[src/rtl/assert_macros.svh]
// ---------------------------------------------------------------------------
// assert_macros.svh
// assertion helpers shared by the stack bytecode executor rtl
// ---------------------------------------------------------------------------
`ifndef ASSERT_MACROS_SVH
`define ASSERT_MACROS_SVH

// property that must hold in every cycle out of reset
`define SBE_ASSERT(label, clk, rst_n, prop, msg) \
	label: assert property (@(posedge clk) disable iff (!rst_n) (prop)) \
		else $error(msg);

// antecedent in one cycle implies consequent in the next
`define SBE_ASSERT_NEXT(label, clk, rst_n, ante, cons, msg) \
	label: assert property (@(posedge clk) disable iff (!rst_n) (ante) |=> (cons)) \
		else $error(msg);

`endif

[src/rtl/sbe_pkg.sv]
// ---------------------------------------------------------------------------
// sbe_pkg
// shared types and constants of the stack bytecode executor
// ---------------------------------------------------------------------------
`default_nettype none

package sbe_pkg;

	// stack size and derived widths
	localparam int STACK_DEPTH = 64;
	localparam int DEPTH_W     = $clog2(STACK_DEPTH + 1);
	localparam int STACK_AW    = $clog2(STACK_DEPTH);
	localparam int WORD_W      = 64;

	// result queue
	localparam int OUTQ_DEPTH = 4;

	// config port
	localparam int PADDR_W = 3;
	localparam int PDATA_W = 32;
	localparam logic [0:0] REG_PRINT_ENABLE = 1'b0;

	// opcodes
	typedef enum logic [7:0] {
		OPC_HALT  = 8'h00,
		OPC_PUSH  = 8'h01,
		OPC_ADD   = 8'h02,
		OPC_MUL   = 8'h03,
		OPC_PRINT = 8'h04,
		OPC_NOP   = 8'h05
	} opcode_t;

	// operand phase: opcode expected, then operand bytes 1 to 4
	localparam logic [2:0] PHASE_OPCODE = 3'd0;
	localparam logic [2:0] PHASE_FIRST  = 3'd1;
	localparam logic [2:0] PHASE_THIRD  = 3'd3;
	localparam logic [2:0] PHASE_LAST   = 3'd4;

	// result kinds
	localparam logic KIND_PRINT = 1'b0;
	localparam logic KIND_FINAL = 1'b1;

	typedef struct packed {
		logic [7:0] code_byte;
		logic       end_of_program;
	} in_item_t;

	typedef struct packed {
		logic                     kind;
		logic signed [WORD_W-1:0] value;
		logic                     last;
	} out_item_t;

	// up to two results per code byte, first slot filled first
	typedef struct packed {
		logic      p0_valid;
		out_item_t p0;
		logic      p1_valid;
		out_item_t p1;
	} res_push_t;

endpackage

`default_nettype wire

[src/rtl/sbe_outq.sv]
// ---------------------------------------------------------------------------
// sbe_outq
// small result queue, takes up to two results a cycle, sends one when res_ready
// ---------------------------------------------------------------------------
`default_nettype none
`include "assert_macros.svh"

module sbe_outq (
	input  wire logic                clk,
	input  wire logic                arst_n,
	input  wire sbe_pkg::res_push_t  push,
	output logic                     space_ok,
	output logic                     res_valid,
	input  wire logic                res_ready,
	output sbe_pkg::out_item_t       res
);
	import sbe_pkg::*;

	localparam int PTR_W = $clog2(OUTQ_DEPTH);
	localparam int CNT_W = $clog2(OUTQ_DEPTH + 1);

	out_item_t        q_mem [OUTQ_DEPTH];
	logic [PTR_W-1:0] wr_ptr_q;
	logic [PTR_W-1:0] rd_ptr_q;
	logic [CNT_W-1:0] count_q;
	logic [PTR_W-1:0] wr_ptr_nx;
	logic [1:0]       n_wr;
	logic             pop;

	assign wr_ptr_nx = wr_ptr_q + PTR_W'(1);
	assign n_wr      = 2'(push.p0_valid) + 2'(push.p1_valid);
	assign pop       = res_valid && res_ready;
	assign res_valid = (count_q != '0);
	assign res       = q_mem[rd_ptr_q];
	assign space_ok  = (count_q <= CNT_W'(OUTQ_DEPTH - 2));

	always_ff @(posedge clk) begin
		if (push.p0_valid) begin
			q_mem[wr_ptr_q] <= push.p0;
		end
		if (push.p1_valid) begin
			q_mem[wr_ptr_nx] <= push.p1;
		end
	end

	always_ff @(posedge clk or negedge arst_n) begin
		if (!arst_n) begin
			wr_ptr_q <= '0;
			rd_ptr_q <= '0;
			count_q  <= '0;
		end else begin
			wr_ptr_q <= wr_ptr_q + PTR_W'(n_wr);
			if (pop) begin
				rd_ptr_q <= rd_ptr_q + PTR_W'(1);
			end
			count_q <= count_q + CNT_W'(n_wr) - CNT_W'(pop);
		end
	end

	`SBE_ASSERT(a_push_order, clk, arst_n, !push.p1_valid || push.p0_valid,
		"second result slot used without the first")
	`SBE_ASSERT(a_push_room, clk, arst_n, !push.p0_valid || space_ok,
		"result pushed without room for two")

endmodule

`default_nettype wire

[config.mk]
export PLATFORM = sky130hd
export DESIGN_NAME = sbe_outq
export DESIGN_NICKNAME = d
export VERILOG_FILES = /design/src/rtl/sbe_pkg.sv /design/src/rtl/sbe_outq.sv
export VERILOG_INCLUDE_DIRS = /design/src /design/src/rtl
export SDC_FILE = /design/constraint.sdc
export NUM_CORES = 1
export LEC_CHECK = 0
export ABC_AREA = 0
export BUFFER_PORTS_ARGS = -buffer_cell sky130_fd_sc_hd__clkbuf_2
export CORE_ASPECT_RATIO = 1.75
export CORE_UTILIZATION = 57
export DETAILED_ROUTE_END_ITERATION = 8
export GPL_TIMING_DRIVEN = 0
export PLACE_DENSITY = 0.86
export SLEW_MARGIN = 20
export SYNTH_ARGS = -nofsm -noshare
export SYNTH_HDL_FRONTEND = slang
export SYNTH_SLANG_ARGS = --single-unit
[constraint.sdc]
create_clock -name clk -period 6.95 [get_ports clk]
set_input_delay 1.39 -clock clk [delete_from_list [all_inputs] [get_ports clk]]
set_output_delay 1.39 -clock clk [all_outputs]
set_load 0.05 [all_outputs]
# Word-level counts from Yosys, hierarchy flattened
# Memory sizes are Yosys's and may differ from the RTL's.
# Cells that the tools add are included.
word_totals:
  regBits: 7
  wordCells: 17
  mem_bits_rw: 264
  out_inout_bits: 68
  n_memories: 1
  input_bits: 137
classes:
  n_addsub: 6
  reduce_logical: 2
  n_mux: 4
  order_cmp: 1
mem_list:
  columns: ["memory", "words", "word_bits", "rd", "rd_ports_with_merged_regs", "write_ports", "line", "source"]
  rows:
  - ["q_mem", 4, 66, 1, 0, 2, "sbe_outq.sv:22", "out_item_t q_mem [OUTQ_DEPTH];"]
op_table:
  columns: ["operator", "n"]
  rows:
  - ["2-bit by 1-bit adder with 2-bit output, second input constant", 2]
  - ["1-bit two-way mux", 4]
  - ["3-bit by 2-bit adder with 3-bit output", 1]
  - ["3-bit by 2-bit <= comparator with 1-bit output, second input constant", 1]
  - ["3-bit nonzero test", 1]
  - ["3-bit by 1-bit subtractor with 3-bit output", 1]
  - ["1-bit by 1-bit adder with 2-bit output", 1]
  - ["2-bit adder", 1]
  - ["1-bit logical AND", 1]

# Logic depth before layout (Yosys ltp)
# Gate-level depths: netlist of the first run.
depth:
  word_depth: 3
  mapped_depth: 9
  depth_no_buf: 9

# Worst setup path after synthesis of the first run
# OpenSTA, ideal clock, no wires.
synth_path:
  path_type: "input to register"
  start: "in push[133] (netlist bit)"
  end: "mem q_mem[0][0] (netlist bit), enable pin"
  t_required_ns: 6.369
  arrival_time_ns: 6.093
  setup_slack_ns: 0.275
  setup_time_ns: 0.581
  n_path_buf: 0
  cell_stages: 2
  cell_sequence: "nand2b_1 o21ai_0"
synth_lines:
  columns: ["element", "line", "source"]
  rows:
  - ["start, declared", "sbe_outq.sv:11", "input wire sbe_pkg::res_push_t push,"]
  - ["end, declared", "sbe_outq.sv:22", null]

==> qor.csv, run 1 <==
stage;metric;value;unit
outcome;status;finished clean;
worst_setup_path;worstPathCellList;clkbuf_1, buf_4, buf_4, mux4_2, clkbuf_2;
yosys;synthDistinctLibCells;28;
clock_tree;cts_tree;yes;
power;p_leak;5.880;nW
timing;final.setup_skew;0.009288;ns
clock_tree;cts_buffer_depth;3;
worst_setup_path;cp.required;5.56;ns
worst_setup_path;r2r_start;wr_ptr_q[1];
worst_setup_path;crit_type;flop to output port;
timing;fin_hold_ws;0.5588;ns
yosys;synth_most_common_cell;edfxtp_1;
global_routing;track_usage;0.2530;
routing;drtIter0Drc;427;
die;die_h;203.2;um
routing;vias;7309;
power;p_per_area;486.6;nW/um^2
yosys;synth_top_area_frac;0.6015;
global_routing;grt_pass1_vias;8062;
clock_tree;clk_pin_slew;0.07;ns
yosys;synth.top_cells.by_count;edfxtp_1 (264), mux2_2 (231), mux4_2 (66);
timing;rsz0062_at_grt;false;
timing;slew_headroom;0.5362;
timing;min_period;3.964;ns
die;coreArea;22740;um^2
worst_setup_path;cp_max_fo;10;
clock_tree;cts-buffers-inserted;25;
worst_setup_path;slowest_delay;0.56;ns
die;start_util;0.5795;
yosys;yosysWarnings;0;
finish;final_util;0.6961;
worst_setup_path;cp_top_family;buffers and inverters;
placed_design;numPortBuffers;204;
clock_tree;hold_buffers;0;
yosys;yosysSeqAreaShare;0.6148;
worst_setup_path;worst-path-buf-inv;4;
worst_setup_path;crit_path_end;res[50];
routing;wl_per_cell;23.19;um
power;finalPower;0.007704;W
routing;totalWireLength;28.90;mm
placed_design;place_congestion;0.7707;
worst_setup_path;critical_path_arrival;2.57;ns
clock_tree;cts_max_level;1;
power;irDropWorstVdd;0.4363;mV
routing;drt-pass1-iter-count;4;
timing;finalSetupViolations;0;
timing;fin_crit_sh;0.5703;
yosys;yosys.area.top_type;edfxtp_1;
clock_tree;post_cts_resized;0;
die;fp-row-count;73;
timing;finalMaxSlewViolations;0;
finish;fin_nets;1067;
routing;vias_per_cell;5.866;
min_path;hold_class;flop to flop;
worst_setup_path;endpoint_kind;output port;
yosys;syn-cell-area;13180;um^2
timing;finalHoldViolCount;0;
worst_setup_path;ff2ff_setup_slack;4.68;ns
worst_setup_path;cp.depth;5;
worst_setup_path;crit_path_top_delay_cell;mux4_2;
die;die-area;23760;um^2
yosys;ys.flop_type;edfxtp_1;
clock_tree;root_buffer;clkbuf_16;
worst_setup_path;cp-start-kind;flop;
finish;areaGrowthSynthToFinish;20.13;%
run;maxCapViolCount;0;
yosys;syn_area_per_cell;19.44;um^2
global_routing;overflow;0;
die;io-pin-count;205;
worst_setup_path;r2r_cells;8;
yosys;synth_edf_count;264;
timing;tightest_slew;0.6957;ns
yosys;synth.area.top_cells;edfxtp_1 (60%), mux2_2 (20%), mux4_2 (11%), mux2_4 (2.3%), dfrtp_1 (1.3%);
placed_design;dp_hpwl;20.16;mm
worst_setup_path;setup.worst_path.start;rd_ptr_q[0];
global_routing;grt_pass1_wl;44.17;mm
worst_setup_path;rr_endpoint;q_mem[2][27];
global_routing;grt_start_max_net_pins;23;
finish;drive_gt1_frac;0.6518;
routing;final_antenna_net_count;0;
global_routing;antenna_found_initial;3;
die;die_w;116.9;um
worst_setup_path;cpMostUsedCell;buf_4;
placed_design;placement.cell_area;14990;um^2
yosys;synthArstFlopShare;0.02583;
yosys;synth_nets;821;
clock_tree;clkLatencyLatePin;0.52;ns
yosys;netlist_instances;678;
yosys;ys_ff_latch;271;
finish;final_area;15830;um^2
routing;drc;0;
clock_tree;cts_setup_buffers;0;
timing;max_freq;252.3;MHz
clock_tree;clock-sinks;271;
-- report_power, final --
part / leakage [nW] / switching [W] / internal (W)
Clock: 0.407 / 0.000583 / 0.000843
Combinational: 2.92 / 0.00233 / 0.00134
Sequential: 2.56 / 0.000135 / 0.00247
Total: 5.88 / 0.00305 / 0.00465
-- sequential cells by signal (all words and copies together) (netlist names) --
| register | cells |
|---|---|
| q_mem | 264 |
| count_q | 3 |
| rd_ptr_q | 2 |
| wr_ptr_q | 2 |
-- how the worst min path moves through the flow --
| stage | from | end | slack [ns] | cells after the start |
|---|---|---|---|---|
| floorplan | count_q[2] | count_q[2] | 0.50 | 1 |
| global placement | count_q[2] | count_q[2] | 0.52 | 1 |
| detailed placement | count_q[2] | count_q[2] | 0.53 | 1 |
| CTS | count_q[2] | count_q[2] | 0.55 | 1 |
| global route | count_q[2] | count_q[2] | 0.57 | 1 |
| finish | count_q[2] | count_q[2] | 0.56 | 1 |
-- stage by stage --
stage          setup TNS (ns)  setup WS (ns)  instances
6_report                    0          2.986       1246
5_1_grt                     0          2.856       1246
4_1_cts                     0          2.891       1242
3_5_place_dp                0          3.454       1197
3_3_place_gp          -583.56         -4.197       1182
2_1_floorplan               0         0.2755        678
-- cell families after synthesis --
group | synth area share
mux | 0.3448
fa+ha+maj | 0.006266
flops | 0.6148
compound gates | 0.002468
xor+xnor | 0.003987
buf+inv | 0.02269
simple gates | 0.004937
-- routing by layer --
layer / track usage / up-vias / routed length, um
met3: 0.04279 / 62 / 1584
met1: 0.2818 / 3726 / 10430
met5: 0 / - / 0
li1: - / 3295 / -
met4: 0.1031 / 0 / 939
met2: 0.4677 / 226 / 15940
-- area by class of cell --
cell class                      instances  area [um^2]
Sequential cell                       271         8103
Fill cell                            1505         6912
Multi-Input combinational cell        356         4815
Timing Repair Buffer                  219         1394
Clock buffer                           30        644.4
Tap cell                              300        375.4
Buffer                                 44        272.8
Clock inverter                         15        191.4
Inverter                                7        26.28
Antenna cell                            4        10.01
-- layout by cell type (no fill, tap or decap), drive strengths merged, types with 4 or more instances in the layout --
| cell | synthesis | layout |
|---|---|---|
| edfxtp | 264 | 264 |
| mux2 | 264 | 264 |
| clkbuf | 2 | 236 |
| mux4 | 66 | 66 |
| buf | 42 | 57 |
| clkinv | 0 | 10 |
| inv | 7 | 7 |
| dfrtp | 7 | 7 |
| ha | 5 | 5 |
| bufinv | 0 | 5 |
| diode | 0 | 4 |
| xnor2 | 4 | 4 |
Power figures use the tool's default switching activity.
==> run 2: changes to the inputs <==
- ABC_AREA: 0 -> 1
- CORE_UTILIZATION: 57 -> 58
- PLACE_DENSITY: 0.86 -> 0.87
- clock period: 6.95 -> 3.9 ns (I/O delays scaled with it)
==> run 2 against run 1 <==
Net effect:
- synthesized cell count is 130% higher
- clock skew decreased by 0.00078 ns
- synthesized area increased by 3.1%
- sequential power rose by 85%
- power up 89%
- die area up 1.3%
- wire length up 38%
- non-clock buffer count up 44
- largest cell class unchanged
==> qor.csv, run 2 <==
stage;metric;value;unit
outcome;status;finished clean;
global_routing;antenna_found_initial;2;
min_path;hold_class;input pin to asynchronous set/reset pin;
global_routing;grt_pass1_wl;60.75;mm
worst_setup_path;ff2ff_setup_slack;1.37;ns
timing;slew_headroom;0.5471;
finish;largest_register;q_mem;
routing;drt-pass1-iter-count;6;
clock_tree;clkLatencyLatePin;0.52;ns
worst_setup_path;crit_type;flop to output port;
clock_tree;clk_pin_slew;0.07;ns
placed_design;numPortBuffers;204;
global_routing;grt_start_max_net_pins;40;
yosys;synth_most_common_cell;nand2_1;
timing;fin_crit_sh;0.8756;
worst_setup_path;cp_max_fo;10;
yosys;synth_nets;1691;
global_routing;track_usage;0.3268;
yosys;synth.area.top_cells;edfxtp_1 (58%), nand2_1 (13%), o21ai_0 (10%), o21ai_1 (4.1%), inv_1 (4.0%);
clock_tree;cts_max_level;1;
yosys;syn-cell-area;13590;um^2
timing;tightest_slew;0.6793;ns
yosys;synth_edf_count;264;
die;die_h;204.5;um
finish;fin_nets;1925;
finish;areaGrowthSynthToFinish;17.10;%
clock_tree;cts_buffer_depth;3;
yosys;synthDistinctLibCells;20;
global_routing;grt_pass1_vias;12200;
worst_setup_path;cp-start-kind;flop;
routing;wl_per_cell;19.01;um
clock_tree;cts_tree;yes;
worst_setup_path;cp.required;3.12;ns
placed_design;place_congestion;0.8699;
finish;layout_common_cells;nand2_1 (478), o21ai_0 (285), edfxtp_1 (264);
die;io-pin-count;205;
routing;vias_per_cell;5.828;
yosys;ys_ff_latch;271;
clock_tree;clock-sinks;271;
power;p_leak;7.246;nW
timing;finalHoldViolCount;0;
routing;totalWireLength;39.95;mm
die;die-area;24070;um^2
clock_tree;cts-buffers-inserted;24;
die;die_w;117.7;um
finish;drive_gt1_frac;0.1707;
run;maxCapViolCount;0;
routing;drtIter0Drc;1708;
die;fp-row-count;73;
die;coreArea;22830;um^2
yosys;synth_top_area_frac;0.5834;
yosys;synth.top_cells.by_count;nand2_1 (482), o21ai_0 (285), edfxtp_1 (264);
yosys;yosysSeqAreaShare;0.5963;
clock_tree;hold_buffers;0;
die;start_util;0.5951;
worst_setup_path;r2r_start;wr_ptr_q[0];
yosys;synthArstFlopShare;0.02583;
timing;finalSetupViolations;0;
worst_setup_path;critical_path_arrival;2.63;ns
timing;max_freq;292.8;MHz
clock_tree;root_buffer;clkbuf_16;
power;irDropWorstVdd;0.6475;mV
yosys;ys.flop_type;edfxtp_1;
routing;final_antenna_net_count;0;
clock_tree;cts_setup_buffers;0;
finish;final_common_cell;nand2_1;
finish;reg_top3;q_mem (264), count_q (3);
timing;finalMaxSlewViolations;0;
global_routing;overflow;0;
yosys;netlist_instances;1548;
routing;drc;0;
placed_design;dp_hpwl;27.01;mm
routing;vias;12250;
power;p_per_area;912.8;nW/um^2
timing;final.setup_skew;0.008508;ns
worst_setup_path;endpoint_kind;output port;
clock_tree;post_cts_resized;0;
timing;tns;0;ns
placed_design;post-place-ws;1.079;ns
timing;rsz0062_at_grt;false;
worst_setup_path;r2r_cells;5;
yosys;syn_area_per_cell;8.778;um^2
yosys;yosysWarnings;0;
worst_setup_path;rr_endpoint;q_mem[3][25];
finish;largest_register_ffs;264;
timing;layout_setup_ws;0.4851;ns
yosys;yosys.area.top_type;edfxtp_1;
timing;min_period;3.415;ns
## run 2: worst max-delay path by stage
stage           startpoint  slack (ns)      endpoint
3_3_place_gp      push[66]       -0.82  q_mem[0][29]
6_report       rd_ptr_q[0]        0.49       res[45]
4_1_cts        rd_ptr_q[0]        0.55       res[45]
5_1_grt        rd_ptr_q[0]        0.40       res[45]
2_1_floorplan     push[66]        0.90   q_mem[0][0]
3_5_place_dp      push[66]        1.08  q_mem[0][29]
## run 2: per-stage QoR
stage	hold slack [ns]	std cells	total power, W	utilization	cell area, um^2
global placement	0.4793	2052	0.01179	0.6562	14980
detailed placement	0.4945	2056	0.01198	0.6610	15090
CTS	0.09688	2099	0.01442	0.6966	15910
finish	0.1017	2101	0.01452	0.6968	15910
global route	0.1021	2101	0.01516	0.6968	15910
floorplan	0.4608	1548	0.009846	-	13590
## run 2: cell families after synthesis
logic type,count (synthesis),synth area share
simple gates,626,0.1754
flops,271,0.5963
fa+ha+maj,6,0.006077
compound gates,397,0.1462
xor+xnor,2,0.001289
buf+inv,246,0.07468
## run 2: area by class of cell
class | instances | area, um^2
inverters | 147 | 551.8
clock buffers | 34 | 689.4
multi-input cells | 1031 | 4501
diodes | 2 | 5.005
clock inverters | 9 | 122.6
flip-flops and latches | 271 | 8103
repair buffers | 208 | 1101
fillers | 1731 | 6923
plain buffers | 99 | 462.9
well taps | 300 | 375.4
## run 2: critical path, stage by stage (launching register included)
cell	delay (ns)
dfrtp_1	0.42
inv_2	0.12
clkbuf_1	0.47
clkbuf_1	0.47
o21ai_0	0.17
nand2_1	0.15
clkbuf_2	0.30
## run 2: power breakdown
part           switching, W  leakage [nW]  internal (W)
clock network       0.00105         0.400       0.00143
registers          0.000265          2.56       0.00456
logic               0.00564          4.28       0.00158
## run 2: per-layer routing
layer	wire length, um	global-route usage	vias up
li1	-	-	5593
met1	12840	0.3511	5671
met2	21260	0.6044	823
met3	3799	0.04046	158
met4	2045	0.2051	0
met5	0	0	-
==> run 3: changes to the inputs <==
- PLACE_DENSITY: 0.87 -> unset
- PLACE_DENSITY_LB_ADDON: unset -> 0.2
==> run 3 against run 2 <==
Net effect:
- power grew 0.28%
- clock-buffer cell count shrank 7
- flip-flop and latch count is the same
- worst hold slack lost 0.0071 ns
- combinational power is essentially flat
- fmax grew 0.99%
- critical path type unchanged
- highest routed layer unchanged
==> qor.csv, run 3 (synthesis gave the netlist of run 2 again) <==
stage;metric;value;unit
outcome;status;finished clean;
die;die-area;24070;um^2
timing;rsz0062_at_grt;false;
routing;drt-pass1-iter-count;7;
clock_tree;hold_buffers;0;
die;fp-row-count;73;
global_routing;grt_start_max_net_pins;47;
worst_setup_path;cp-start-kind;flop;
die;coreArea;22830;um^2
worst_setup_path;endpoint_kind;output port;
routing;final_antenna_net_count;0;
worst_setup_path;rr_endpoint;q_mem[2][47];
worst_setup_path;r2r_start;wr_ptr_q[1];
finish;drive_gt1_frac;0.1719;
clock_tree;clkLatencyLatePin;0.53;ns
global_routing;antenna_found_initial;2;
worst_setup_path;slowest_delay;0.48;ns
die;start_util;0.5951;
timing;finalMaxSlewViolations;0;
routing;drtIter0Drc;1386;
placed_design;place_congestion;0.8527;
timing;finalSetupViolations;0;
finish;reg_top3;q_mem (264), count_q (3);
worst_setup_path;crit_path_end;res[44];
worst_setup_path;crit_path_top_delay_cell;clkbuf_1;
clock_tree;post_cts_resized;0;
finish;fin_nets;1925;
clock_tree;cts_tree;yes;
clock_tree;clk_pin_slew;0.07;ns
finish;final_common_cell;nand2_1;
worst_setup_path;worstPathCellList;inv_2, clkbuf_1, clkbuf_1, o21ai_0, nand2_1, clkbuf_2;
routing;vias;11980;
clock_tree;cts_setup_buffers;0;
run;maxCapViolCount;0;
worst_setup_path;cp.required;3.12;ns
finish;areaGrowthSynthToFinish;17.32;%
timing;min_period;3.381;ns
worst_setup_path;ff2ff_setup_slack;1.39;ns
clock_tree;root_buffer;clkbuf_16;
power;finalPower;0.01457;W
global_routing;grt_pass1_wl;60.83;mm
routing;vias_per_cell;5.702;
worst_setup_path;crit_type;flop to output port;
timing;fin_crit_sh;0.8670;
worst_setup_path;setup.worst_path.start;rd_ptr_q[0];
routing;wl_per_cell;18.83;um
finish;largest_register_ffs;264;
power;irDropWorstVdd;0.5534;mV
routing;totalWireLength;39.55;mm
global_routing;track_usage;0.3306;
timing;fin_hold_ws;0.09451;ns
global_routing;overflow;0;
global_routing;grt_pass1_vias;12050;
worst_setup_path;r2r_cells;5;
die;io-pin-count;205;
power;p_per_area;913.7;nW/um^2
timing;slew_headroom;0.5523;
clock_tree;cts_buffer_depth;3;
die;die_w;117.7;um
min_path;hold_class;input pin to asynchronous set/reset pin;
timing;max_freq;295.7;MHz
timing;finalHoldViolCount;0;
clock_tree;clock-sinks;271;
finish;largest_register;q_mem;
timing;tightest_slew;0.6715;ns
clock_tree;cts_max_level;1;
power;p_leak;7.261;nW
timing;final.setup_skew;0.01073;ns
clock_tree;cts-buffers-inserted;24;
placed_design;numPortBuffers;204;
routing;drc;0;
worst_setup_path;critical_path_arrival;2.60;ns
placed_design;dp_hpwl;26.53;mm
finish;layout_common_cells;nand2_1 (478), o21ai_0 (285), edfxtp_1 (264);
worst_setup_path;cpMostUsedCell;clkbuf_1;
die;die_h;204.5;um
worst_setup_path;cp_max_fo;10;
[run 3: changes by cell type in the layout (fill, tap and decap cells not counted)]
cell / previous run / this run
clkbuf_8: 3 / 0
clkinv_1: 1 / 2
bufinv_16: 3 / 4
buf_16: 0 / 4
clkinvlp_4: 0 / 1
clkbuf_1: 47 / 43
clkinv_2: 4 / 7
buf_12: 4 / 0
[run 3: worst max-delay path: cells and delay by family (launching register included)]
kind,cells,cell delay [ns]
AND/OR/NAND/NOR,1,0.14
flip-flops,1,0.41
AO/OA/AOI/OAI,1,0.18
buffers and inverters,4,1.35
[run 3: where the power goes]
part | total (W) | switching [W] | internal (W)
clock network | 0.00251 | 0.00108 | 0.00143
logic | 0.00724 | 0.00564 | 0.00160
registers | 0.00481 | 0.000256 | 0.00456
total | 0.0146 | 0.00697 | 0.00759
[run 3: how the worst min path moves through the flow]
stage,slack [ns],cells after the start,endpoint,from
final,0.09,1,count_q[1],arst_n
after global routing,0.1,1,count_q[2],arst_n
after CTS,0.09,1,count_q[1],arst_n
after detailed placement,0.52,2,rd_ptr_q[1],rd_ptr_q[1]
after global placement,0.50,2,rd_ptr_q[1],rd_ptr_q[1]
after floorplan,0.46,2,rd_ptr_q[1],rd_ptr_q[1]
[run 3: metal layers]
metal  vias to the layer above  GRT usage  wire (um)
li1                       5595          -          -
met1                      5545     0.3607      13530
met2                       680     0.6042      20850
met3                       155    0.04353       3179
met4                         0     0.2056       1986
met5                         -          0          0
[run 3: final cells by class]
class	count	area, um^2
inverters	147	551.8
well taps	300	375.4
repair buffers	208	1131
clock inverters	15	178.9
clock buffers	27	633.1
plain buffers	99	462.9
flip-flops and latches	271	8103
diodes	2	5.005
multi-input cells	1031	4501
fillers	1800	6893
[run 3: per-stage QoR]
step	cells	util	worst slack [ns]	cell area (um^2)	setup TNS, ns
after global placement	2052	0.6562	-0.9079	14980	-208.66
after CTS	2098	0.6979	0.5246	15940	0
after floorplan	1548	-	0.9001	13590	0
after global routing	2100	0.6981	0.4374	15940	0
final	2100	0.6981	0.5187	15940	0
after detailed placement	2056	0.6624	1.078	15120	0
